--- config.mk ---
export PLATFORM = sky130hd
export DESIGN_NAME = sda_ctrl
export DESIGN_NICKNAME = d
export VERILOG_FILES = /design/src/design/sda_pkg.sv /design/src/design/sda_ctrl.sv
export SDC_FILE = /design/constraint.sdc
export NUM_CORES = 1
export LEC_CHECK = 0
export BUFFER_PORTS_ARGS = -buffer_cell sky130_fd_sc_hd__buf_2
export CORE_AREA = 10 10 47 49
export DETAILED_ROUTE_END_ITERATION = 16
export DIE_AREA = 0 0 57 59
export HOLD_SLACK_MARGIN = 0.06
export PLACE_DENSITY = 0.76
export SYNTH_ARGS = -nofsm -noshare
export SYNTH_HDL_FRONTEND = slang
export SYNTH_SLANG_ARGS = --single-unit
export TNS_END_PERCENT = 1
--- constraint.sdc ---
create_clock -name clk -period 3.1 [get_ports clk]
set_input_delay 0.465 -clock clk [delete_from_list [all_inputs] [get_ports clk]]
set_output_delay 0.465 -clock clk [all_outputs]
set_load 0.02 [all_outputs]
--- src/design/sda_pkg.sv ---
`timescale 1ns / 1ps
// sda_pkg: shared types and constants of the spike delay accumulator.
// Used by the register block, controller, datapath and top level.
package sda_pkg;

  // input action codes
  localparam logic [1:0] ACT_FIRE  = 2'd0;
  localparam logic [1:0] ACT_TICK  = 2'd1;
  localparam logic [1:0] ACT_CLEAR = 2'd2;

  // register indexes, 64-bit registers at byte address 8*index
  localparam logic [2:0] REG_SHAPE_LEN = 3'd0;
  localparam logic [2:0] REG_SHAPE_A   = 3'd1;
  localparam logic [2:0] REG_SHAPE_B   = 3'd2;
  localparam logic [2:0] REG_SHAPE_C   = 3'd3;
  localparam logic [2:0] REG_SHAPE_D   = 3'd4;
  localparam logic [2:0] REG_SHUNT     = 3'd5;

  localparam int ADDR_W      = 6;
  localparam int DATA_W      = 64;
  localparam int CELL_W      = 6;
  localparam int ACC_W       = 24;
  localparam int SAMPLE_W    = 16;
  localparam int SAMPLE_MAX  = 16;
  localparam int SAMPLES_W   = SAMPLE_W * SAMPLE_MAX;

  localparam logic signed [ACC_W:0] ACC_MAX = 25'sd8388607;
  localparam logic signed [ACC_W:0] ACC_MIN = -25'sd8388608;

  typedef enum logic [2:0] {
    S_SWEEP,
    S_IDLE,
    S_DECODE,
    S_FIRE,
    S_DRAIN,
    S_TICK
  } sda_state_t;

  typedef struct packed {
    logic load;
    logic fire_step;
    logic tick_step;
    logic sweep_wr;
    logic advance;
  } sda_cmd_t;

  typedef struct packed {
    logic [1:0] action;
    logic       fire_ok;
    logic       step_ok;
    logic       last_cell;
    logic       credit_ok;
    logic       pipe_busy;
  } sda_stat_t;

  typedef struct packed {
    logic [CELL_W-1:0]       cell_id;
    logic signed [ACC_W-1:0] pot;
    logic                    shunt;
    logic                    last;
  } sda_res_t;

endpackage

--- src/design/sda_ctrl.sv ---
`timescale 1ns / 1ps
// sda_ctrl: sequencer for item accept, fire steps, tick readout and memory sweeps.
// Depends on sda_pkg for the state type and the command/status structs.
module sda_ctrl #(
  parameter int AW = 8
) (
  input  logic                clk,
  input  logic                rst_n,
  input  logic                in_valid,
  output logic                in_stall,
  input  sda_pkg::sda_stat_t  stat,
  output sda_pkg::sda_cmd_t   cmd,
  output logic [AW-1:0]       cnt
);
  import sda_pkg::*;

  sda_state_t    state_r, state_nxt;
  logic [AW-1:0] cnt_r, cnt_nxt;

  always_ff @(posedge clk) begin
    if (!rst_n) begin
      state_r <= S_SWEEP;
      cnt_r   <= '0;
    end else begin
      state_r <= state_nxt;
      cnt_r   <= cnt_nxt;
    end
  end

  always_comb begin
    state_nxt = state_r;
    case (state_r)
      S_SWEEP: begin
        if (&cnt_r) state_nxt = S_IDLE;
      end
      S_IDLE: begin
        if (in_valid) state_nxt = S_DECODE;
      end
      S_DECODE: begin
        case (stat.action)
          ACT_FIRE:  state_nxt = stat.fire_ok ? S_FIRE : S_IDLE;
          ACT_TICK:  state_nxt = S_TICK;
          ACT_CLEAR: state_nxt = S_SWEEP;
          default:   state_nxt = S_IDLE;
        endcase
      end
      S_FIRE: begin
        if (!stat.step_ok) state_nxt = S_DRAIN;
      end
      S_DRAIN: begin
        if (!stat.pipe_busy) state_nxt = S_IDLE;
      end
      S_TICK: begin
        if (stat.credit_ok && stat.last_cell) state_nxt = S_IDLE;
      end
      default: state_nxt = S_IDLE;
    endcase
  end

  always_comb begin
    cmd      = '0;
    cnt_nxt  = cnt_r;
    in_stall = 1'b1;
    case (state_r)
      S_SWEEP: begin
        cmd.sweep_wr = 1'b1;
        cnt_nxt      = cnt_r + 1'b1;
      end
      S_IDLE: begin
        in_stall = 1'b0;
        cmd.load = in_valid;
        cnt_nxt  = '0;
      end
      S_FIRE: begin
        if (stat.step_ok) begin
          cmd.fire_step = 1'b1;
          cnt_nxt       = cnt_r + 1'b1;
        end
      end
      S_TICK: begin
        // only issue a read when the output buffer has room for it
        if (stat.credit_ok) begin
          cmd.tick_step = 1'b1;
          cmd.advance   = stat.last_cell;
          cnt_nxt       = cnt_r + 1'b1;
        end
      end
      default: ;
    endcase
  end

  assign cnt = cnt_r;

endmodule

==> results summary <==
The flow ran to the end, and the final reports show no timing, DRC or antenna violations. The number of nets in the finished design is 116. In this design, the stage delay of the slowest critical-path cell is 0.55 ns.

In the routed layout, each cell is associated on average with a via count of 5.492. Static timing analysis puts the maximum clock frequency at 0.5049 GHz. The analysis attributes to net switching a power of 0.07176 mW. Along the worst path, the maximum fanout reaches 13. The die boundary height is 59 um. The slowest stage of the critical path is the dfxtp_1 cell. The number of setup buffers added after CTS is 0. The pin slew with the least headroom to its limit came out at 0.4233 ns. The share of total power dissipated in the clock network is 34.5%. The CTS clock-pin slew for the worst setup and hold paths is 0.07 ns. The number of gates resized after CTS was 0. The detailed-route via count is 659. The clock tree from TritonCTS is done. For this design the ratio of total power to cell area is 364.5 nW/um2. The number of hold-repair buffers added at the cts stage came out at 0. The number of design rule violations left after detail routing is 0. Clock tree synthesis selected as its root buffer the cell clkbuf_4.

Ranked by total cell area, the synthesized netlist is headed by dfxtp_1 (35%), a21oi_1 (6.3%), or3_1 (5.9%). The flip-flop and latch count after synthesis is 11. The synthesized netlist net count came out at 92. In this run switching power makes up 25.47% of total power. The overall fraction of global-route tracks in use came out at 9.565%. The sequential share of the synthesized area is 34.65%. For the worst setup path, the data required time is 2.63 ns. The die area came out at 3363 um2.

The number of antenna violations at the first check in global routing came out at 0. In the synthesized netlist, the cells that appear most often are dfxtp_1 (11), a21oi_1 (8), nand2_1 (7). The normalized max-slew margin is 71.78%.

The mean area per synthesized cell came out at 7.847 um2. Setup repair after global routing left no endpoint under its margin. Overall power consumption after layout is estimated at 0.2818 mW. Entering global routing, the biggest net connects 17 pins. Synthesis instantiated 28 different standard cells from the library. The number of antenna diodes in the final layout is 0. Of the cells placed in the final design, the portion with a size suffix greater than 1 is 25.00%. Once the floorplan was initialized, standard cells occupied 45.36% of the core. The netlist area before placement is 635.6 um2. Hold is met by 0.4809 ns. The path class of the tightest hold or removal check is in2reg. The post-layout minimum cycle time came out at 1.980 ns. The count of standard-cell rows came out at 14. The count of synthesis-stage warnings from yosys came out at 0.

The port buffer count came out at 23. The count of buffer and inverter cells on the critical path came out at 1. The data arrival at the endpoint of the critical path came out at 1.52 ns. The max-capacitance violation count came out at 0. The post-DP HPWL came out at 1176 um. Counting the buffers created by CTS gives 3.

The number of endpoints with negative hold slack in the final report is 0. The signal on the critical path passes through nor3b_1 > and2_1 > buf_2. The final RePlAce weighted congestion is 0.7996.

dfxtp_1 takes more of the synthesized area than any other cell. The clock sink count is 11. The synthesized design devotes to its leading area cell type 34.65% of total area.

The deepest level of the CTS H-tree came out at 1. The total wirelength of the detailed-routed design is 1537 um. The number of global-route vias before repair is 675.

Clock latency on the worst-skew pair, taken at its later pin, is 0.26 ns. The first global-routing pass estimated 2725 um of wire. The post-route setup TNS came out at 0 ns. The first-pass detailed-route iteration total is 4. The maximum root-to-sink buffer count came out at 2. The family with the most delay on the worst path is flip-flops. The core outline area came out at 1401 um2. In this run the count of I/O pins placed on the die edge is 24. Cell internal power was estimated by the tool at 0.2100 mW.

The leakage power total came out at 0.3125 nW. For this run, the share of the core covered by cells in the final layout is 55.18%. The post-route antenna net violation count came out at 0.

The post-detailed-route wirelength per cell came out at 12.81 um. The worst setup path is launched from a register. The most common cell in the synthesized netlist is dfxtp_1. The initial DRC count came out at 10. In this run, synthesis inferred 0 flip-flops with an integrated enable. STA classifies the critical path endpoint as an output port.

The combinational fraction of design power is 12.0%. Setup violations remaining at the end of the flow were counted as 0. The filler cells instantiated in the layout total 140. After layout, the worst path uses 63.89% of the clock period. The worst-case clock skew is 0.002986 ns. The worst-case IR drop observed on VDD is 0.3454 mV. Counting flops with an async set or reset pin after synthesis yields a share of 0%. Sequential cells burn 53.5% of the power. For this run the aggregate overflow at the end of global routing stands at 0. The critical path class is reg2out.

Among all flip-flop cells after synthesis, the most frequent one is dfxtp_1. The layout-stage area growth over the synthesis result is 21.65%. The post-synthesis instance total is 81.

Measured along the x axis, the die boundary spans 57 um. The number of max-slew violations in the final report is 0.
-- flip-flops by register name (all words and copies together), names as in the netlist --
name	count
state_r	3
cnt	8
-- routing by layer --
metal | routed length (um) | global-route usage (%) | vias up
li1 | - | - | 340
met1 | 720 | 10.99 | 304
met2 | 733 | 16.12 | 13
met3 | 73 | 4.077 | 2
met4 | 9 | 2.013 | 0
met5 | 0 | 0 | -
-- through the flow --
stage	std cells	worst slack, ns	area, um2
6_report	120	1.120	773.2
5_1_grt	120	1.006	773.2
4_1_cts	120	1.104	773.2
3_5_place_dp	116	1.377	747.0
3_3_place_gp	116	1.409	747.0
2_1_floorplan	81	1.454	635.6
-- cell usage in the layout, fill, tap and decap left out --
cell       n
nor4b_1    2
and2_1     2
nor2_1     3
o21ai_0    5
inv_1      4
o41ai_1    1
a21boi_0   2
nor2b_1    3
o31ai_1    2
dfxtp_1   11
a21boi_1   1
ha_1       1
a221o_1    1
nand3b_1   2
nand2b_1   1
clkbuf_1   1
a21oi_1    8
and3_1     2
nand3_1    4
clkbuf_4   3
buf_2     23
o211ai_1   1
or4_1      2
nor3_1     1
nor3b_1    3
o21a_1     2
or3_1      6
nand2_1    7
-- worst register-to-register path, stage by stage, from the launching register on --
cell and delay [ns]:
dfxtp_1 0.55, a21boi_1 0.11, o21a_1 0.33, or4_1 0.55
a21oi_1 0.15
-- area by class of cell --
type | count | area, um2 | area share, %
Tap cell | 16 | 20.02 | 2.589
Clock buffer | 4 | 26.28 | 3.398
Inverter | 4 | 15.01 | 1.942
Sequential cell | 11 | 220.2 | 28.48
Timing Repair Buffer | 23 | 115.1 | 14.89
Multi-Input combinational cell | 62 | 376.6 | 48.71
-- power by group through the flow --
stage | Clock (mW) | Combinational [mW] | Sequential [mW]
2_1_floorplan | 0 | 0.0154 | 0.157
3_3_place_gp | 0 | 0.0336 | 0.154
3_5_place_dp | 0 | 0.0340 | 0.154
4_1_cts | 0.0993 | 0.0343 | 0.151
5_1_grt | 0.112 | 0.0379 | 0.152
6_report | 0.0972 | 0.0339 | 0.151
-- final timing paths --
kind | from | end | slack, ns | cells after the start
worst max register to register | state_r[0]$_SDFFE_PN0P_ | cnt[5]$_SDFFE_PN0P_ | 1.33 | 4
worst max-delay path | state_r[0]$_SDFFE_PN0P_ | cmd[4] | 1.12 | 3
worst min register to register | cnt[7]$_SDFFE_PN0P_ | cnt[7]$_SDFFE_PN0P_ | 0.50 | 2
worst min-delay path | rst_n | state_r[1]$_SDFFE_PN0P_ | 0.48 | 2
-- cells by family after synthesis --
logic type	count (synthesis)	synth area share (%)
and+or+nand+nor	38	34.65
AOI/OAI and AO/OA	23	22.64
DFF	11	34.65
buffers and inverters	8	6.101
adders and majority gates	1	1.968
(Power assumes the default switching activity.)
