--- config.mk ---
export PLATFORM = sky130hd
export DESIGN_NAME = sda_regs
export DESIGN_NICKNAME = d
export VERILOG_FILES = /design/src/design/sda_pkg.sv /design/src/design/sda_regs.sv
export SDC_FILE = /design/constraint.sdc
export NUM_CORES = 1
export LEC_CHECK = 0
export BUFFER_PORTS_ARGS = -buffer_cell sky130_fd_sc_hd__buf_2
export CORE_MARGIN = 2
export CORE_UTILIZATION = 45
export CTS_CLUSTER_DIAMETER = 80
export CTS_CLUSTER_SIZE = 16
export DETAILED_ROUTE_END_ITERATION = 6
export PLACE_DENSITY = 0.73
export SLEW_MARGIN = 30
export SYNTH_ARGS = -nofsm -noshare
export SYNTH_HDL_FRONTEND = slang
export SYNTH_SLANG_ARGS = --single-unit
--- constraint.sdc ---
create_clock -name clk -period 1.2 [get_ports clk]
set_input_delay 0.06 -clock clk [delete_from_list [all_inputs] [get_ports clk]]
set_output_delay 0.06 -clock clk [all_outputs]
set_load 0.03 [all_outputs]
--- src/design/sda_pkg.sv ---
`timescale 1ns / 1ps
// sda_pkg: shared types and constants of the spike delay accumulator.
// Used by the register block, controller, datapath and top level.
package sda_pkg;

  // input action codes
  localparam logic [1:0] ACT_FIRE  = 2'd0;
  localparam logic [1:0] ACT_TICK  = 2'd1;
  localparam logic [1:0] ACT_CLEAR = 2'd2;

  // register indexes, 64-bit registers at byte address 8*index
  localparam logic [2:0] REG_SHAPE_LEN = 3'd0;
  localparam logic [2:0] REG_SHAPE_A   = 3'd1;
  localparam logic [2:0] REG_SHAPE_B   = 3'd2;
  localparam logic [2:0] REG_SHAPE_C   = 3'd3;
  localparam logic [2:0] REG_SHAPE_D   = 3'd4;
  localparam logic [2:0] REG_SHUNT     = 3'd5;

  localparam int ADDR_W      = 6;
  localparam int DATA_W      = 64;
  localparam int CELL_W      = 6;
  localparam int ACC_W       = 24;
  localparam int SAMPLE_W    = 16;
  localparam int SAMPLE_MAX  = 16;
  localparam int SAMPLES_W   = SAMPLE_W * SAMPLE_MAX;

  localparam logic signed [ACC_W:0] ACC_MAX = 25'sd8388607;
  localparam logic signed [ACC_W:0] ACC_MIN = -25'sd8388608;

  typedef enum logic [2:0] {
    S_SWEEP,
    S_IDLE,
    S_DECODE,
    S_FIRE,
    S_DRAIN,
    S_TICK
  } sda_state_t;

  typedef struct packed {
    logic load;
    logic fire_step;
    logic tick_step;
    logic sweep_wr;
    logic advance;
  } sda_cmd_t;

  typedef struct packed {
    logic [1:0] action;
    logic       fire_ok;
    logic       step_ok;
    logic       last_cell;
    logic       credit_ok;
    logic       pipe_busy;
  } sda_stat_t;

  typedef struct packed {
    logic [CELL_W-1:0]       cell_id;
    logic signed [ACC_W-1:0] pot;
    logic                    shunt;
    logic                    last;
  } sda_res_t;

endpackage

--- src/design/sda_regs.sv ---
`timescale 1ns / 1ps
// sda_regs: apb-style configuration registers (shape length, samples, shunting mode).
// Depends on sda_pkg for register indexes and widths.
module sda_regs (
  input  logic                        clk,
  input  logic                        rst_n,
  input  logic                        psel,
  input  logic                        penable,
  input  logic                        pwrite,
  input  logic [sda_pkg::ADDR_W-1:0]  paddr,
  input  logic [sda_pkg::DATA_W-1:0]  pwdata,
  output logic [sda_pkg::DATA_W-1:0]  prdata,
  output logic                        pready,
  output logic [4:0]                  shape_len,
  output logic [sda_pkg::SAMPLES_W-1:0] shape_samples,
  output logic                        shunt_mode
);
  import sda_pkg::*;

  logic [4:0]        len_r;
  logic [DATA_W-1:0] shape_a_r, shape_b_r, shape_c_r, shape_d_r;
  logic              shunt_r;
  logic [2:0]        reg_idx;
  logic              wr_en;

  assign reg_idx = paddr[ADDR_W-1:3];
  assign wr_en   = psel && penable && pwrite;
  assign pready  = 1'b1;

  always_ff @(posedge clk) begin
    if (!rst_n) begin
      len_r     <= 5'd1;
      shape_a_r <= '0;
      shape_b_r <= '0;
      shape_c_r <= '0;
      shape_d_r <= '0;
      shunt_r   <= 1'b0;
    end else if (wr_en) begin
      case (reg_idx)
        REG_SHAPE_LEN: len_r     <= pwdata[4:0];
        REG_SHAPE_A:   shape_a_r <= pwdata;
        REG_SHAPE_B:   shape_b_r <= pwdata;
        REG_SHAPE_C:   shape_c_r <= pwdata;
        REG_SHAPE_D:   shape_d_r <= pwdata;
        REG_SHUNT:     shunt_r   <= pwdata[0];
        default: ;
      endcase
    end
  end

  always_comb begin
    case (reg_idx)
      REG_SHAPE_LEN: prdata = DATA_W'(len_r);
      REG_SHAPE_A:   prdata = shape_a_r;
      REG_SHAPE_B:   prdata = shape_b_r;
      REG_SHAPE_C:   prdata = shape_c_r;
      REG_SHAPE_D:   prdata = shape_d_r;
      REG_SHUNT:     prdata = DATA_W'(shunt_r);
      default:       prdata = '0;
    endcase
  end

  assign shape_len     = len_r;
  assign shape_samples = {shape_d_r, shape_c_r, shape_b_r, shape_a_r};
  assign shunt_mode    = shunt_r;

endmodule

==> report_table.html, run 1 <==
<table>
<tr><th>Metric</th><th>Value</th></tr>
<tr><th colspan="2">Run status</th></tr>
<tr><td>Result of the run</td><td>complete, but fails checks</td></tr>
<tr><td>Violated checks</td><td>negative setup slack</td></tr>
<tr><th colspan="2">Logic synthesis</th></tr>
<tr><td>Proportion of netlist area held by the largest area contributor</td><td>46.0%</td></tr>
<tr><td>Post-synthesis cell type with the largest combined area</td><td>sky130_fd_sc_hd__dfxtp_1</td></tr>
<tr><td>Netlist cell types</td><td>28</td></tr>
<tr><td>Post-Syn Instances</td><td>1170</td></tr>
<tr><td>Largest cells by area after synthesis</td><td>sky130_fd_sc_hd__dfxtp_1 (46%), sky130_fd_sc_hd__mux2i_1 (29%), sky130_fd_sc_hd__nand2_1 (11%), sky130_fd_sc_hd__a22oi_1 (4.0%), sky130_fd_sc_hd__o22ai_1 (3.3%)</td></tr>
<tr><td>Synthesized Nets</td><td>1245</td></tr>
<tr><td>Mapped Avg Cell Area</td><td>9.75 um2</td></tr>
<tr><td>Warning count from the yosys run</td><td>0</td></tr>
<tr><td>Post-synthesis cell area</td><td>11400 um2</td></tr>
<tr><td>Total of flip-flops plus latches after synthesis</td><td>roughly 260</td></tr>
<tr><td>Sequential element share of the synthesized area</td><td>46.0%</td></tr>
<tr><th colspan="2">Route</th></tr>
<tr><td>Vias post-DR</td><td>about 12000</td></tr>
<tr><td>Routed WL per cell</td><td>23.2 um</td></tr>
<tr><td>Violation count after the first detailed-routing iteration</td><td>1107</td></tr>
<tr><td>Aggregate routed wire length</td><td>48200 um</td></tr>
<tr><td>First-pass DRT Iterations</td><td>6</td></tr>
<tr><td>Post-DR vias/cell</td><td>between 5 and 6</td></tr>
<tr><td>Detailed-routed wire length on met2</td><td>23900 um</td></tr>
<tr><td>Residual DRC</td><td>0</td></tr>
<tr><td>Count of antenna-violating nets left after detailed routing</td><td>0</td></tr>
<tr><td>Topmost layer with routed signal wires</td><td>met4</td></tr>
<tr><td>Met3 Wirelength</td><td>4070 um</td></tr>
<tr><td>Routed metal-1 wirelength</td><td>17400 um</td></tr>
<tr><th colspan="2">Timing</th></tr>
<tr><td>Maximum clock frequency</td><td>630 MHz</td></tr>
<tr><td>Final Worst Setup Slack</td><td>-0.387 ns</td></tr>
<tr><td>Max-slew violations</td><td>0</td></tr>
<tr><td>Number of hold violations in the final report</td><td>0</td></tr>
<tr><td>Setup skew after layout</td><td>0 ns</td></tr>
<tr><td>Final setup viols</td><td>67</td></tr>
<tr><td>Unrepaired setup endpoints after global routing</td><td>true</td></tr>
<tr><td>Final Cycle Share</td><td>132%</td></tr>
<tr><td>Min Clock Period, post-route</td><td>1.59 ns</td></tr>
<tr><td>Setup TNS Final</td><td>-10.88 ns</td></tr>
<tr><th colspan="2">Setup path</th></tr>
<tr><td>Required arrival time at the worst endpoint</td><td>roughly 1.1 ns</td></tr>
<tr><td>Worst-path cell chain</td><td>mux2_2, a22oi_2, o21ai_2, buf_6</td></tr>
<tr><td>Arrival time of the worst setup path</td><td>between 1.5 and 2 ns</td></tr>
<tr><td>Sort of element at the end of the critical path</td><td>output port</td></tr>
<tr><td>Sort of element at the start of the critical path</td><td>flop</td></tr>
<tr><td>Delay of the slowest cell on the worst path</td><td>0.35 ns</td></tr>
<tr><td>Cell at the slowest stage of the critical path</td><td>sky130_fd_sc_hd__dfxtp_1</td></tr>
<tr><td>Family with the most delay on the worst path</td><td>flip-flops</td></tr>
<tr><td>CP Buf/Inv Count</td><td>1</td></tr>
<tr><td>Category of the most critical setup path</td><td>flop to output port</td></tr>
<tr><td>Max FO, Critical Path</td><td>3</td></tr>
<tr><th colspan="2">Floorplan</th></tr>
<tr><td># IOs</td><td>about 400</td></tr>
<tr><td>Chip Width</td><td>around 160 um</td></tr>
<tr><td>Die Area</td><td>approximately 27000 um2</td></tr>
<tr><td>Starting density of the core</td><td>45.5%</td></tr>
<tr><td>Die Height</td><td>163 um</td></tr>
<tr><td>Core ar.</td><td>25000 um2</td></tr>
<tr><td>Std-Cell Rows</td><td>58</td></tr>
<tr><th colspan="2">Clocking</th></tr>
<tr><td>TritonCTS clock tree</td><td>done</td></tr>
<tr><td>Number of buffers created by CTS</td><td>20</td></tr>
<tr><td>Clock transition at the registers of the reported paths</td><td>about 0.07 ns</td></tr>
<tr><td>Max H-tree Level</td><td>1</td></tr>
<tr><td>Clock Tree Root</td><td>sky130_fd_sc_hd__clkbuf_16</td></tr>
<tr><td>Clock Latency Late Sink</td><td>approximately 0.50 ns</td></tr>
<tr><td>Maximum count of clock buffers along a single path</td><td>3</td></tr>
<tr><td>Clock sink total</td><td>262</td></tr>
<tr><th colspan="2">Finish</th></tr>
<tr><td>Area of the multi-input gates</td><td>approximately 6400 um2</td></tr>
<tr><td>Fin cells</td><td>2076</td></tr>
<tr><td>Top library cells by usage in the layout, fill and taps aside</td><td>sky130_fd_sc_hd__nand2_1 (325), sky130_fd_sc_hd__mux2i_1 (305), sky130_fd_sc_hd__dfxtp_2 (224)</td></tr>
<tr><td>Finished Cell Area</td><td>18700 um2</td></tr>
<tr><td>NumNets Final</td><td>1820</td></tr>
<tr><td>Combined flip-flop and latch cell area</td><td>5560 um2</td></tr>
<tr><td>Area added between synthesis and finish</td><td>64.2%</td></tr>
<tr><td>Share of cells above drive strength 1</td><td>between 50% and 60%</td></tr>
<tr><td>Final core occ</td><td>74.8%</td></tr>
<tr><td>Final-layout fill cell count</td><td>approximately 1400</td></tr>
<tr><td>Most frequent standard cell in the layout excluding fill and tap cells</td><td>sky130_fd_sc_hd__nand2_1</td></tr>
<tr><th colspan="2">GRT</th></tr>
<tr><td>Via count of the first global-routing pass</td><td>11900</td></tr>
<tr><td>Global-route wire length before repair</td><td>66400 um</td></tr>
<tr><td>Overall overflow remaining after global route</td><td>0</td></tr>
<tr><td>Number of antenna violations at the first check in global routing</td><td>0</td></tr>
<tr><td>Maximum number of pins on one net before global-route repair</td><td>50</td></tr>
<tr><td>Combined global-route utilization of all metal layers</td><td>31.3%</td></tr>
<tr><th colspan="2">Placed design</th></tr>
<tr><td>Count of input and output buffers</td><td>397</td></tr>
<tr><td>Post-Place Cells</td><td>1865</td></tr>
<tr><td>DP Area</td><td>14500 um2</td></tr>
<tr><td>Pre-CTS WS</td><td>-0.209 ns</td></tr>
<tr><td>DPL Wire Length</td><td>25400 um</td></tr>
<tr><td>Placer's final routability congestion estimate</td><td>about 0.86</td></tr>
<tr><th colspan="2">Job</th></tr>
<tr><td>Count of maximum capacitance violations</td><td>0</td></tr>
<tr><th colspan="2">Power and ir drop</th></tr>
<tr><td>Static leakage power</td><td>7.60 nW</td></tr>
<tr><td>Max VDD drop</td><td>roughly 0.85 mV</td></tr>
<tr><td>Power Dens Cells</td><td>909 nW/um2</td></tr>
<tr><th colspan="2">Min path</th></tr>
<tr><td>Worst hold-check path type</td><td>input port to flop</td></tr>
</table>
-- worst paths after layout --
path / startpoint / endpoint / slack [ns] / cells after the start
setup / recovery: shape_d_r[0] / prdata[0] / -0.39 / 4
setup reg to reg: shape_c_r[48] / shape_c_r[48] / 0.36 / 3
hold reg to reg: shape_c_r[4] / shape_c_r[4] / 0.47 / 2
hold / removal: penable / shape_len[0] / 0.01 / 4
-- state kept, by name, summed over array words and instances (netlist names) --
register / cells
shape_b_r: 64
shape_c_r: 64
shape_a_r: 64
shape_d_r: 64
shunt_mode: 1
shape_len: 5
-- worst min-delay path, cell delays in order --
cell	delay (ns)
sky130_fd_sc_hd__buf_2	0.12
sky130_fd_sc_hd__nand4b_4	0.13
sky130_fd_sc_hd__o31ai_1	0.08
sky130_fd_sc_hd__o211ai_1	0.08
-- power by group --
part | total [W] | leakage, nW | internal [W] | switching, W
clock | 0.00624 | 0.265 | 0.00312 | 0.00312
combinational | 0.00197 | 5.11 | 0.000791 | 0.00118
sequential | 0.00880 | 2.23 | 0.00874 | 0.0000630
-- through the flow --
step	hold WS, ns	power [W]
after CTS	0.00283	0.0169
final	0.00971	0.0170
after floorplan	0.233	0.00988
after detailed placement	0.375	0.0105
after global placement	0.374	0.0105
after global routing	0.0217	0.0175
-- kinds of logic (layout without fill, tap and decap cells) --
family | Yosys count | in the layout | synth area share (%)
AOI/OAI and AO/OA | 136 | 136 | 8.24
muxes | 329 | 329 | 28.9
other | 1 | 2 | 0.0329
DFF | 262 | 262 | 46.0
buffers and inverters | 104 | 679 | 5.13
and+or+nand+nor | 338 | 338 | 11.7
-- area by class of cell --
type	instances	area share [%]
multi-input cells	804	34.3
clock buffers	21	2.81
diodes	1	0.0134
inverters	2	0.0401
repair buffers	655	30.9
flip-flops and latches	262	29.7
well taps	330	2.21
clock inverters	1	0.0602
-- layer usage --
layer  GRT usage [%]  vias to the layer above
met5               0                        -
met4            14.4                        0
met3            4.98                      219
met2            55.5                      841
met1            37.1                     5837
li1                -                     5209
-- synthesized netlist by cell type (all sizes together) --
| master | n |
|---|---|
| mux2i | 326 |
| nand2 | 325 |
| dfxtp | 262 |
| a22oi | 61 |
| o22ai | 60 |
| buf | 56 |
| clkbuf | 46 |
| o21a | 4 |
| o21ai | 4 |
| mux2 | 3 |
| nor2 | 3 |
| o2bb2ai | 3 |
| inv | 2 |
| nand2b | 2 |
| nor2b | 2 |
| o211ai | 2 |
| o31ai | 2 |
| conb | 1 |
| nand3b | 1 |
| nand4 | 1 |
| nand4b | 1 |
| nor3 | 1 |
| nor3b | 1 |
| or3 | 1 |
-- timing repair --
action / 4_1_cts / 5_1_grt
gates cloned: 1 / 0
pin swaps: 48 / 19
setup buffers: 111 / 19
gates resized for setup: 514 / 286
hold buffers: 65 / 0
endpoints found under the setup margin: 77 / 197
endpoints found under the hold margin: 262 / 0
(Power assumes the default switching activity.)
==> run 2: changes to the inputs <==
PLACE_DENSITY = default   (was 0.73)
PLACE_DENSITY_LB_ADDON = 0.2   (was default)
==> run 2 against run 1 <==
  * The flow still finishes with violations (negative setup slack)
  * Hold slack improved by 0.039 ns
  * Register-to-register slack gained 0.06 ns
  * Critical path depth is the same
  * First-iteration DRC count down 39%
  * Setup slack better by 0.010 ns
  * Largest cell class unchanged
==> report_table.html, run 2 (synthesis results as in run 1) <==
<table>
<tr><th>Metric</th><th>Value</th></tr>
<tr><th colspan="2">Timing</th></tr>
<tr><td>Final Worst Setup Slack</td><td>-0.377 ns (was -0.387 ns)</td></tr>
<tr><td>Final Cycle Share</td><td>131% (was 132%)</td></tr>
<tr><td>Unrepaired setup endpoints after global routing</td><td>true (unchanged)</td></tr>
<tr><td>Final setup viols</td><td>64 (was 67)</td></tr>
<tr><td>Max-slew violations</td><td>0 (unchanged)</td></tr>
<tr><td>Setup TNS Final</td><td>-9.90 ns (was -10.88 ns)</td></tr>
<tr><td>Number of hold violations in the final report</td><td>0 (unchanged)</td></tr>
<tr><td>Min Clock Period, post-route</td><td>1.58 ns (was 1.59 ns)</td></tr>
<tr><td>Setup skew after layout</td><td>0 ns (unchanged)</td></tr>
<tr><td>Maximum clock frequency</td><td>634 MHz (was 630 MHz)</td></tr>
<tr><th colspan="2">Placed design</th></tr>
<tr><td>Post-Place Cells</td><td>1895 (was 1865)</td></tr>
<tr><td>Count of input and output buffers</td><td>397 (unchanged)</td></tr>
<tr><td>DP Area</td><td>14700 um2 (was 14500 um2)</td></tr>
<tr><td>Placer's final routability congestion estimate</td><td>0.847 (was 0.864)</td></tr>
<tr><td>DPL Wire Length</td><td>26400 um (was 25400 um)</td></tr>
<tr><th colspan="2">Run status</th></tr>
<tr><td>Violated checks</td><td>negative setup slack (unchanged)</td></tr>
<tr><td>Result of the run</td><td>complete, but fails checks (unchanged)</td></tr>
<tr><th colspan="2">Setup path</th></tr>
<tr><td>Sort of element at the start of the critical path</td><td>flop (unchanged)</td></tr>
<tr><td>Category of the most critical setup path</td><td>flop to output port (unchanged)</td></tr>
<tr><td>Sort of element at the end of the critical path</td><td>output port (unchanged)</td></tr>
<tr><td>Required arrival time at the worst endpoint</td><td>1.14 ns (about the same)</td></tr>
<tr><td>Max FO, Critical Path</td><td>2 (was 3)</td></tr>
<tr><td>Arrival time of the worst setup path</td><td>1.52 ns (was 1.53 ns)</td></tr>
<tr><th colspan="2">GRT</th></tr>
<tr><td>Via count of the first global-routing pass</td><td>11500 (was 11900)</td></tr>
<tr><td>Global-route wire length before repair</td><td>63300 um (was 66400 um)</td></tr>
<tr><td>Number of antenna violations at the first check in global routing</td><td>0 (unchanged)</td></tr>
<tr><td>Overall overflow remaining after global route</td><td>0 (unchanged)</td></tr>
<tr><td>Combined global-route utilization of all metal layers</td><td>30.1% (was 31.3%)</td></tr>
<tr><td>Maximum number of pins on one net before global-route repair</td><td>53 (was 50)</td></tr>
<tr><th colspan="2">Job</th></tr>
<tr><td>Count of maximum capacitance violations</td><td>0 (unchanged)</td></tr>
<tr><th colspan="2">Floorplan</th></tr>
<tr><td>Core ar.</td><td>25000 um2 (unchanged)</td></tr>
<tr><td>Chip Width</td><td>163 um (unchanged)</td></tr>
<tr><td>Die Area</td><td>26600 um2 (unchanged)</td></tr>
<tr><td>Std-Cell Rows</td><td>58 (unchanged)</td></tr>
<tr><td># IOs</td><td>402 (unchanged)</td></tr>
<tr><td>Die Height</td><td>163 um (unchanged)</td></tr>
<tr><td>Starting density of the core</td><td>45.5% (unchanged)</td></tr>
<tr><th colspan="2">Finish</th></tr>
<tr><td>NumNets Final</td><td>1825 (was 1820)</td></tr>
<tr><td>Fin cells</td><td>2080 (was 2076)</td></tr>
<tr><td>Area of the multi-input gates</td><td>6410 um2 (was 6420 um2)</td></tr>
<tr><td>Finished Cell Area</td><td>18700 um2 (about the same)</td></tr>
<tr><td>Most frequent standard cell in the layout excluding fill and tap cells</td><td>sky130_fd_sc_hd__nand2_1 (unchanged)</td></tr>
<tr><td>Combined flip-flop and latch cell area</td><td>5570 um2 (was 5560 um2)</td></tr>
<tr><td>Share of cells above drive strength 1</td><td>58.0% (was 57.2%)</td></tr>
<tr><td>Final core occ</td><td>74.8% (about the same)</td></tr>
<tr><td>Top library cells by usage in the layout, fill and taps aside</td><td>sky130_fd_sc_hd__nand2_1 (325), sky130_fd_sc_hd__mux2i_1 (303), sky130_fd_sc_hd__dfxtp_2 (234) (was sky130_fd_sc_hd__nand2_1 (325), sky130_fd_sc_hd__mux2i_1 (305), sky130_fd_sc_hd__dfxtp_2 (224))</td></tr>
<tr><td>Area added between synthesis and finish</td><td>64.3% (was 64.2%)</td></tr>
<tr><td>Number of inserted diodes</td><td>0 (was 1)</td></tr>
<tr><td>Final-layout fill cell count</td><td>1599 (was 1448)</td></tr>
<tr><th colspan="2">Clocking</th></tr>
<tr><td>TritonCTS clock tree</td><td>done (unchanged)</td></tr>
<tr><td>Max H-tree Level</td><td>1 (unchanged)</td></tr>
<tr><td>Clock transition at the registers of the reported paths</td><td>0.08 ns (was 0.07 ns)</td></tr>
<tr><td>Clock sink total</td><td>262 (unchanged)</td></tr>
<tr><td>Clock Tree Root</td><td>sky130_fd_sc_hd__clkbuf_16 (unchanged)</td></tr>
<tr><td>Clock Latency Late Sink</td><td>0.50 ns (about the same)</td></tr>
<tr><td>Number of buffers created by CTS</td><td>20 (unchanged)</td></tr>
<tr><td>Maximum count of clock buffers along a single path</td><td>3 (unchanged)</td></tr>
<tr><th colspan="2">Route</th></tr>
<tr><td>Post-DR vias/cell</td><td>5.60 (was 5.83)</td></tr>
<tr><td>Count of antenna-violating nets left after detailed routing</td><td>0 (unchanged)</td></tr>
<tr><td>Violation count after the first detailed-routing iteration</td><td>676 (was 1107)</td></tr>
<tr><td>Residual DRC</td><td>0 (unchanged)</td></tr>
<tr><td>Aggregate routed wire length</td><td>44200 um (was 48200 um)</td></tr>
<tr><td>First-pass DRT Iterations</td><td>5 (was 6)</td></tr>
<tr><td>Routed WL per cell</td><td>21.2 um (was 23.2 um)</td></tr>
<tr><td>Vias post-DR</td><td>11600 (was 12100)</td></tr>
<tr><th colspan="2">Power and ir drop</th></tr>
<tr><td>Design internal power</td><td>0.0126 W (about the same)</td></tr>
<tr><td>Total power draw</td><td>0.0169 W (was 0.0170 W)</td></tr>
<tr><td>Switching part of the total power</td><td>25.4% (was 25.7%)</td></tr>
<tr><td>Sequential fraction of design power</td><td>51.9% (was 51.7%)</td></tr>
<tr><td>Static leakage power</td><td>7.61 nW (was 7.60 nW)</td></tr>
<tr><td>Net Sw Power</td><td>0.00430 W (was 0.00436 W)</td></tr>
<tr><td>Part of the total power dissipated in combinational logic</td><td>11.3% (was 11.6%)</td></tr>
<tr><td>Max VDD drop</td><td>0.851 mV (was 0.855 mV)</td></tr>
<tr><td>Clk pwr share</td><td>36.7% (about the same)</td></tr>
<tr><td>Power Dens Cells</td><td>905 nW/um2 (was 909 nW/um2)</td></tr>
<tr><th colspan="2">Min path</th></tr>
<tr><td>Worst hold-check path type</td><td>input port to flop (unchanged)</td></tr>
</table>
-- run 2: layer usage --
metal  part of all wire, %  vias up  wire length [um]  track usage (%)
met4                   5.1        0              2240             14.1
met5                     0        -                 0                0
met1                    37     5613             16500             35.5
li1                      -     5213                 -                -
met3                   7.1      161              3130             4.88
met2                    50      658             22300             53.2
-- run 2: area by class of cell --
cell class	count	share of cell area, %
multi-input combinational	804	34.2
timing repair buffer	660	30.9
tap	330	2.20
clock buffer	21	2.81
clock inverter	1	0.0601
sequential	262	29.7
inverter	2	0.0401
-- run 2: path summary, 6_finish.rpt --
path	from	to	slack [ns]	cells past startpoint
setup / recovery	shape_b_r[0]	prdata[0]	-0.38	4
hold / removal	penable	shunt_mode	0.05	4
setup reg to reg	shape_b_r[27]	shape_b_r[27]	0.42	3
hold reg to reg	shape_c_r[3]	shape_c_r[3]	0.47	2
-- run 2: critical path, cell delays in order, from the launching register on --
cell and delay, ns:
sky130_fd_sc_hd__dfxtp_2 0.32, sky130_fd_sc_hd__mux2_4 0.28, sky130_fd_sc_hd__a22oi_2 0.15, sky130_fd_sc_hd__o21ai_1 0.08
sky130_fd_sc_hd__buf_4 0.17
-- run 2: power by group through the flow --
stage	clock network [W]	logic (W)	registers [W]
2_1_floorplan	0	0.000759	0.00913
3_3_place_gp	0	0.00150	0.00901
3_5_place_dp	0	0.00151	0.00901
4_1_cts	0.00627	0.00182	0.00881
5_1_grt	0.00663	0.00201	0.00880
6_report	0.00622	0.00192	0.00880
-- run 2: what timing repair did --
action	CTS	global route
hold buffers	65	0
buffers inserted	91	14
pin swaps	56	29
endpoints found under the setup margin	100	186
gates resized for setup	550	252
hold endpoints to repair	262	0
-- run 2: through the flow --
stage / hold slack (ns) / setup WS, ns
after detailed placement: 0.376 / -0.276
final: 0.0484 / -0.377
after global placement: 0.374 / -0.186
after CTS: 0.0332 / -0.399
after global routing: 0.0455 / -0.444
after floorplan: 0.233 / 0.00763
==> run 3: changes to the inputs <==
clock period = 1.95 ns   (was 1.2 ns; I/O delays follow)
==> run 3 against run 2 <==
  * Combinational power fell by 51%
  * First-iteration DRC count fell by 19%
  * Clock skew stayed put
  * Sequential power is 38% lower
  * The run now ends clean
  * Critical path type unchanged
  * Cell area decreased by 20%
  * Die area did not move
  * Routed wire length decreased by 18%
  * Setup slack better by 0.61 ns
  * Sequential cell count did not move
==> report_table.html, run 3 (synthesis results as in run 1) <==
<table>
<tr><th>Metric</th><th>Value</th></tr>
<tr><th colspan="2">Run status</th></tr>
<tr><td>Result of the run</td><td>finished, final reports clean (was complete, but fails checks)</td></tr>
<tr><th colspan="2">Placed design</th></tr>
<tr><td>DPL Wire Length</td><td>23900 um (was 26400 um)</td></tr>
<tr><td>Placer's final routability congestion estimate</td><td>0.825 (was 0.847)</td></tr>
<tr><td>Count of input and output buffers</td><td>397 (unchanged)</td></tr>
<tr><th colspan="2">Timing</th></tr>
<tr><td>Setup skew after layout</td><td>0 ns (unchanged)</td></tr>
<tr><td>Unrepaired setup endpoints after global routing</td><td>false (was true)</td></tr>
<tr><td>Maximum clock frequency</td><td>584 MHz</td></tr>
<tr><td>Min Clock Period, post-route</td><td>between 1.5 and 2 ns</td></tr>
<tr><td>Final Cycle Share</td><td>87.9%</td></tr>
<tr><td>Max-slew violations</td><td>0 (unchanged)</td></tr>
<tr><td>Number of hold violations in the final report</td><td>0 (unchanged)</td></tr>
<tr><td>Setup TNS Final</td><td>0 ns (was -9.90 ns)</td></tr>
<tr><td>Final setup viols</td><td>0 (was 64)</td></tr>
<tr><th colspan="2">GRT</th></tr>
<tr><td>Maximum number of pins on one net before global-route repair</td><td>66 (was 53)</td></tr>
<tr><td>Overall overflow remaining after global route</td><td>0 (unchanged)</td></tr>
<tr><td>Global-route wire length before repair</td><td>54800 um (was 63300 um)</td></tr>
<tr><td>Combined global-route utilization of all metal layers</td><td>25.6% (was 30.1%)</td></tr>
<tr><td>Number of antenna violations at the first check in global routing</td><td>0 (unchanged)</td></tr>
<tr><td>Via count of the first global-routing pass</td><td>9819 (was 11500)</td></tr>
<tr><th colspan="2">Min path</th></tr>
<tr><td>Worst hold-check path type</td><td>input port to flop (unchanged)</td></tr>
<tr><td>Worst-case hold path end point</td><td>shunt_mode (unchanged)</td></tr>
<tr><td>Hold path depth</td><td>3 (was 4)</td></tr>
<tr><td>Hold path startpoint</td><td>psel (was penable)</td></tr>
<tr><th colspan="2">Setup path</th></tr>
<tr><td>Reg2Reg Capture Point</td><td>shape_b_r[58] (was shape_b_r[27])</td></tr>
<tr><td>R2r setup slk</td><td>1.27 ns (was 0.42 ns)</td></tr>
<tr><td>Sort of element at the start of the critical path</td><td>flop (unchanged)</td></tr>
<tr><td>Sort of element at the end of the critical path</td><td>output port (unchanged)</td></tr>
<tr><td>Max FO, Critical Path</td><td>3 (was 2)</td></tr>
<tr><td>Arrival time of the worst setup path</td><td>1.62 ns (was 1.52 ns)</td></tr>
<tr><td>Category of the most critical setup path</td><td>flop to output port (unchanged)</td></tr>
<tr><td>FF-to-FF Start</td><td>shape_b_r[58] (was shape_b_r[27])</td></tr>
<tr><td>Required arrival time at the worst endpoint</td><td>1.85 ns (was 1.14 ns)</td></tr>
<tr><td>Worst Setup SP</td><td>shape_a_r[4] (was shape_b_r[0])</td></tr>
<tr><td>Depth of the worst register-to-register path</td><td>2 (was 3)</td></tr>
<tr><th colspan="2">Route</th></tr>
<tr><td>Violation count after the first detailed-routing iteration</td><td>549 (was 676)</td></tr>
<tr><td>Count of antenna-violating nets left after detailed routing</td><td>0 (unchanged)</td></tr>
<tr><td>Routed WL per cell</td><td>18.9 um (was 21.2 um)</td></tr>
<tr><td>First-pass DRT Iterations</td><td>4 (was 5)</td></tr>
<tr><td>Residual DRC</td><td>0 (unchanged)</td></tr>
<tr><td>Vias post-DR</td><td>10300 (was 11600)</td></tr>
<tr><td>Post-DR vias/cell</td><td>5.40 (was 5.60)</td></tr>
<tr><td>Aggregate routed wire length</td><td>36300 um (was 44200 um)</td></tr>
<tr><th colspan="2">Clocking</th></tr>
<tr><td>Maximum count of clock buffers along a single path</td><td>3 (unchanged)</td></tr>
<tr><td>Number of buffers created by CTS</td><td>20 (unchanged)</td></tr>
<tr><td>Clock Latency Late Sink</td><td>0.50 ns (about the same)</td></tr>
<tr><td>Clock transition at the registers of the reported paths</td><td>0.07 ns (was 0.08 ns)</td></tr>
<tr><td>Clock sink total</td><td>262 (unchanged)</td></tr>
<tr><td>TritonCTS clock tree</td><td>done (unchanged)</td></tr>
<tr><td>Max H-tree Level</td><td>1 (unchanged)</td></tr>
<tr><td>Post-CTS Setup Bufs</td><td>0 (was 91)</td></tr>
<tr><td>Clock Tree Root</td><td>sky130_fd_sc_hd__clkbuf_16 (unchanged)</td></tr>
<tr><td>Cells resized by post-CTS repair</td><td>0 (was 550)</td></tr>
<tr><th colspan="2">Finish</th></tr>
<tr><td>Share of cells above drive strength 1</td><td>29.1% (was 58.0%)</td></tr>
<tr><td>Most frequent standard cell in the layout excluding fill and tap cells</td><td>sky130_fd_sc_hd__buf_2 (was sky130_fd_sc_hd__nand2_1)</td></tr>
<tr><td>Area added between synthesis and finish</td><td>31.1% (was 64.3%)</td></tr>
<tr><td>Top library cells by usage in the layout, fill and taps aside</td><td>sky130_fd_sc_hd__buf_2 (395), sky130_fd_sc_hd__mux2i_1 (326), sky130_fd_sc_hd__nand2_1 (325) (was sky130_fd_sc_hd__nand2_1 (325), sky130_fd_sc_hd__mux2i_1 (303), sky130_fd_sc_hd__dfxtp_2 (234))</td></tr>
<tr><td>Final-layout fill cell count</td><td>2224 (was 1599)</td></tr>
<tr><td>NumNets Final</td><td>1659 (was 1825)</td></tr>
<tr><td>Number of inserted diodes</td><td>0 (unchanged)</td></tr>
<tr><th colspan="2">Floorplan</th></tr>
<tr><td>Die Area</td><td>26600 um2 (unchanged)</td></tr>
<tr><td>Chip Width</td><td>163 um (unchanged)</td></tr>
<tr><td>Std-Cell Rows</td><td>58 (unchanged)</td></tr>
<tr><td># IOs</td><td>402 (unchanged)</td></tr>
<tr><td>Core ar.</td><td>25000 um2 (unchanged)</td></tr>
<tr><td>Die Height</td><td>163 um (unchanged)</td></tr>
<tr><td>Starting density of the core</td><td>45.5% (unchanged)</td></tr>
<tr><th colspan="2">Power and ir drop</th></tr>
<tr><td>Max VDD drop</td><td>0.498 mV (was 0.851 mV)</td></tr>
<tr><td>Static leakage power</td><td>6.40 nW (was 7.61 nW)</td></tr>
<tr><td>Total power draw</td><td>0.0101 W (was 0.0169 W)</td></tr>
<tr><td>Power Dens Cells</td><td>676 nW/um2 (was 905 nW/um2)</td></tr>
<tr><th colspan="2">Job</th></tr>
<tr><td>Count of maximum capacitance violations</td><td>0 (unchanged)</td></tr>
</table>
[run 3: cell type report]
class	instances	area [um2]	area share [%]
inverter	2	7.51	0.0502
sequential	262	5250	35.1
tap	330	413	2.76
clock buffer	21	526	3.52
multi-input combinational	804	5600	37.5
clock inverter	1	11.3	0.0753
timing repair buffer	494	3140	21.0
[run 3: worst max-delay path, stage by stage, from the launching register on]
cell                      delay, ns
sky130_fd_sc_hd__dfxtp_1       0.38
sky130_fd_sc_hd__inv_1         0.05
sky130_fd_sc_hd__o21a_1        0.18
sky130_fd_sc_hd__o22ai_1       0.25
sky130_fd_sc_hd__buf_2         0.26
[run 3: how the worst max path moves through the flow]
stage                       to  slack, ns  cells past startpoint
floorplan            prdata[0]       0.53                      2
global placement    prdata[45]       0.41                      6
detailed placement  prdata[11]       0.39                      6
CTS                  prdata[0]       0.24                      4
global route         prdata[0]       0.18                      4
finish               prdata[4]       0.24                      4
[run 3: where the power goes]
part	internal (W)	total [W]	switching [W]
Sequential	0.00539	0.00542	0.0000322
Combinational	0.000351	0.000942	0.000591
Clock	0.00192	0.00375	0.00184
Total	0.00765	0.0101	0.00246
[run 3: timing repair]
action / CTS / global route
hold buffers: 66 / 0
endpoints found under the setup margin: 0 / 0
endpoints found under the hold margin: 258 / 0
[run 3: metal layers]
metal / GRT usage, % / part of all wire (%)
met5: 0 / 0
met4: 6.92 / 2.5
met3: 5.97 / 7.3
met2: 45.6 / 48
met1: 31.0 / 42
[run 3: per-stage QoR]
stage	cell area (um2)	utilization (%)	worst slack [ns]	hold slack [ns]	cells
2_1_floorplan	11400	-	0.528	0.270	1170
3_3_place_gp	13700	54.9	0.409	0.389	1826
5_1_grt	14900	59.7	0.179	0.0411	1914
4_1_cts	14900	59.7	0.240	0.00585	1914
3_5_place_dp	13700	54.9	0.393	0.405	1826
6_report	14900	59.7	0.237	0.0131	1914
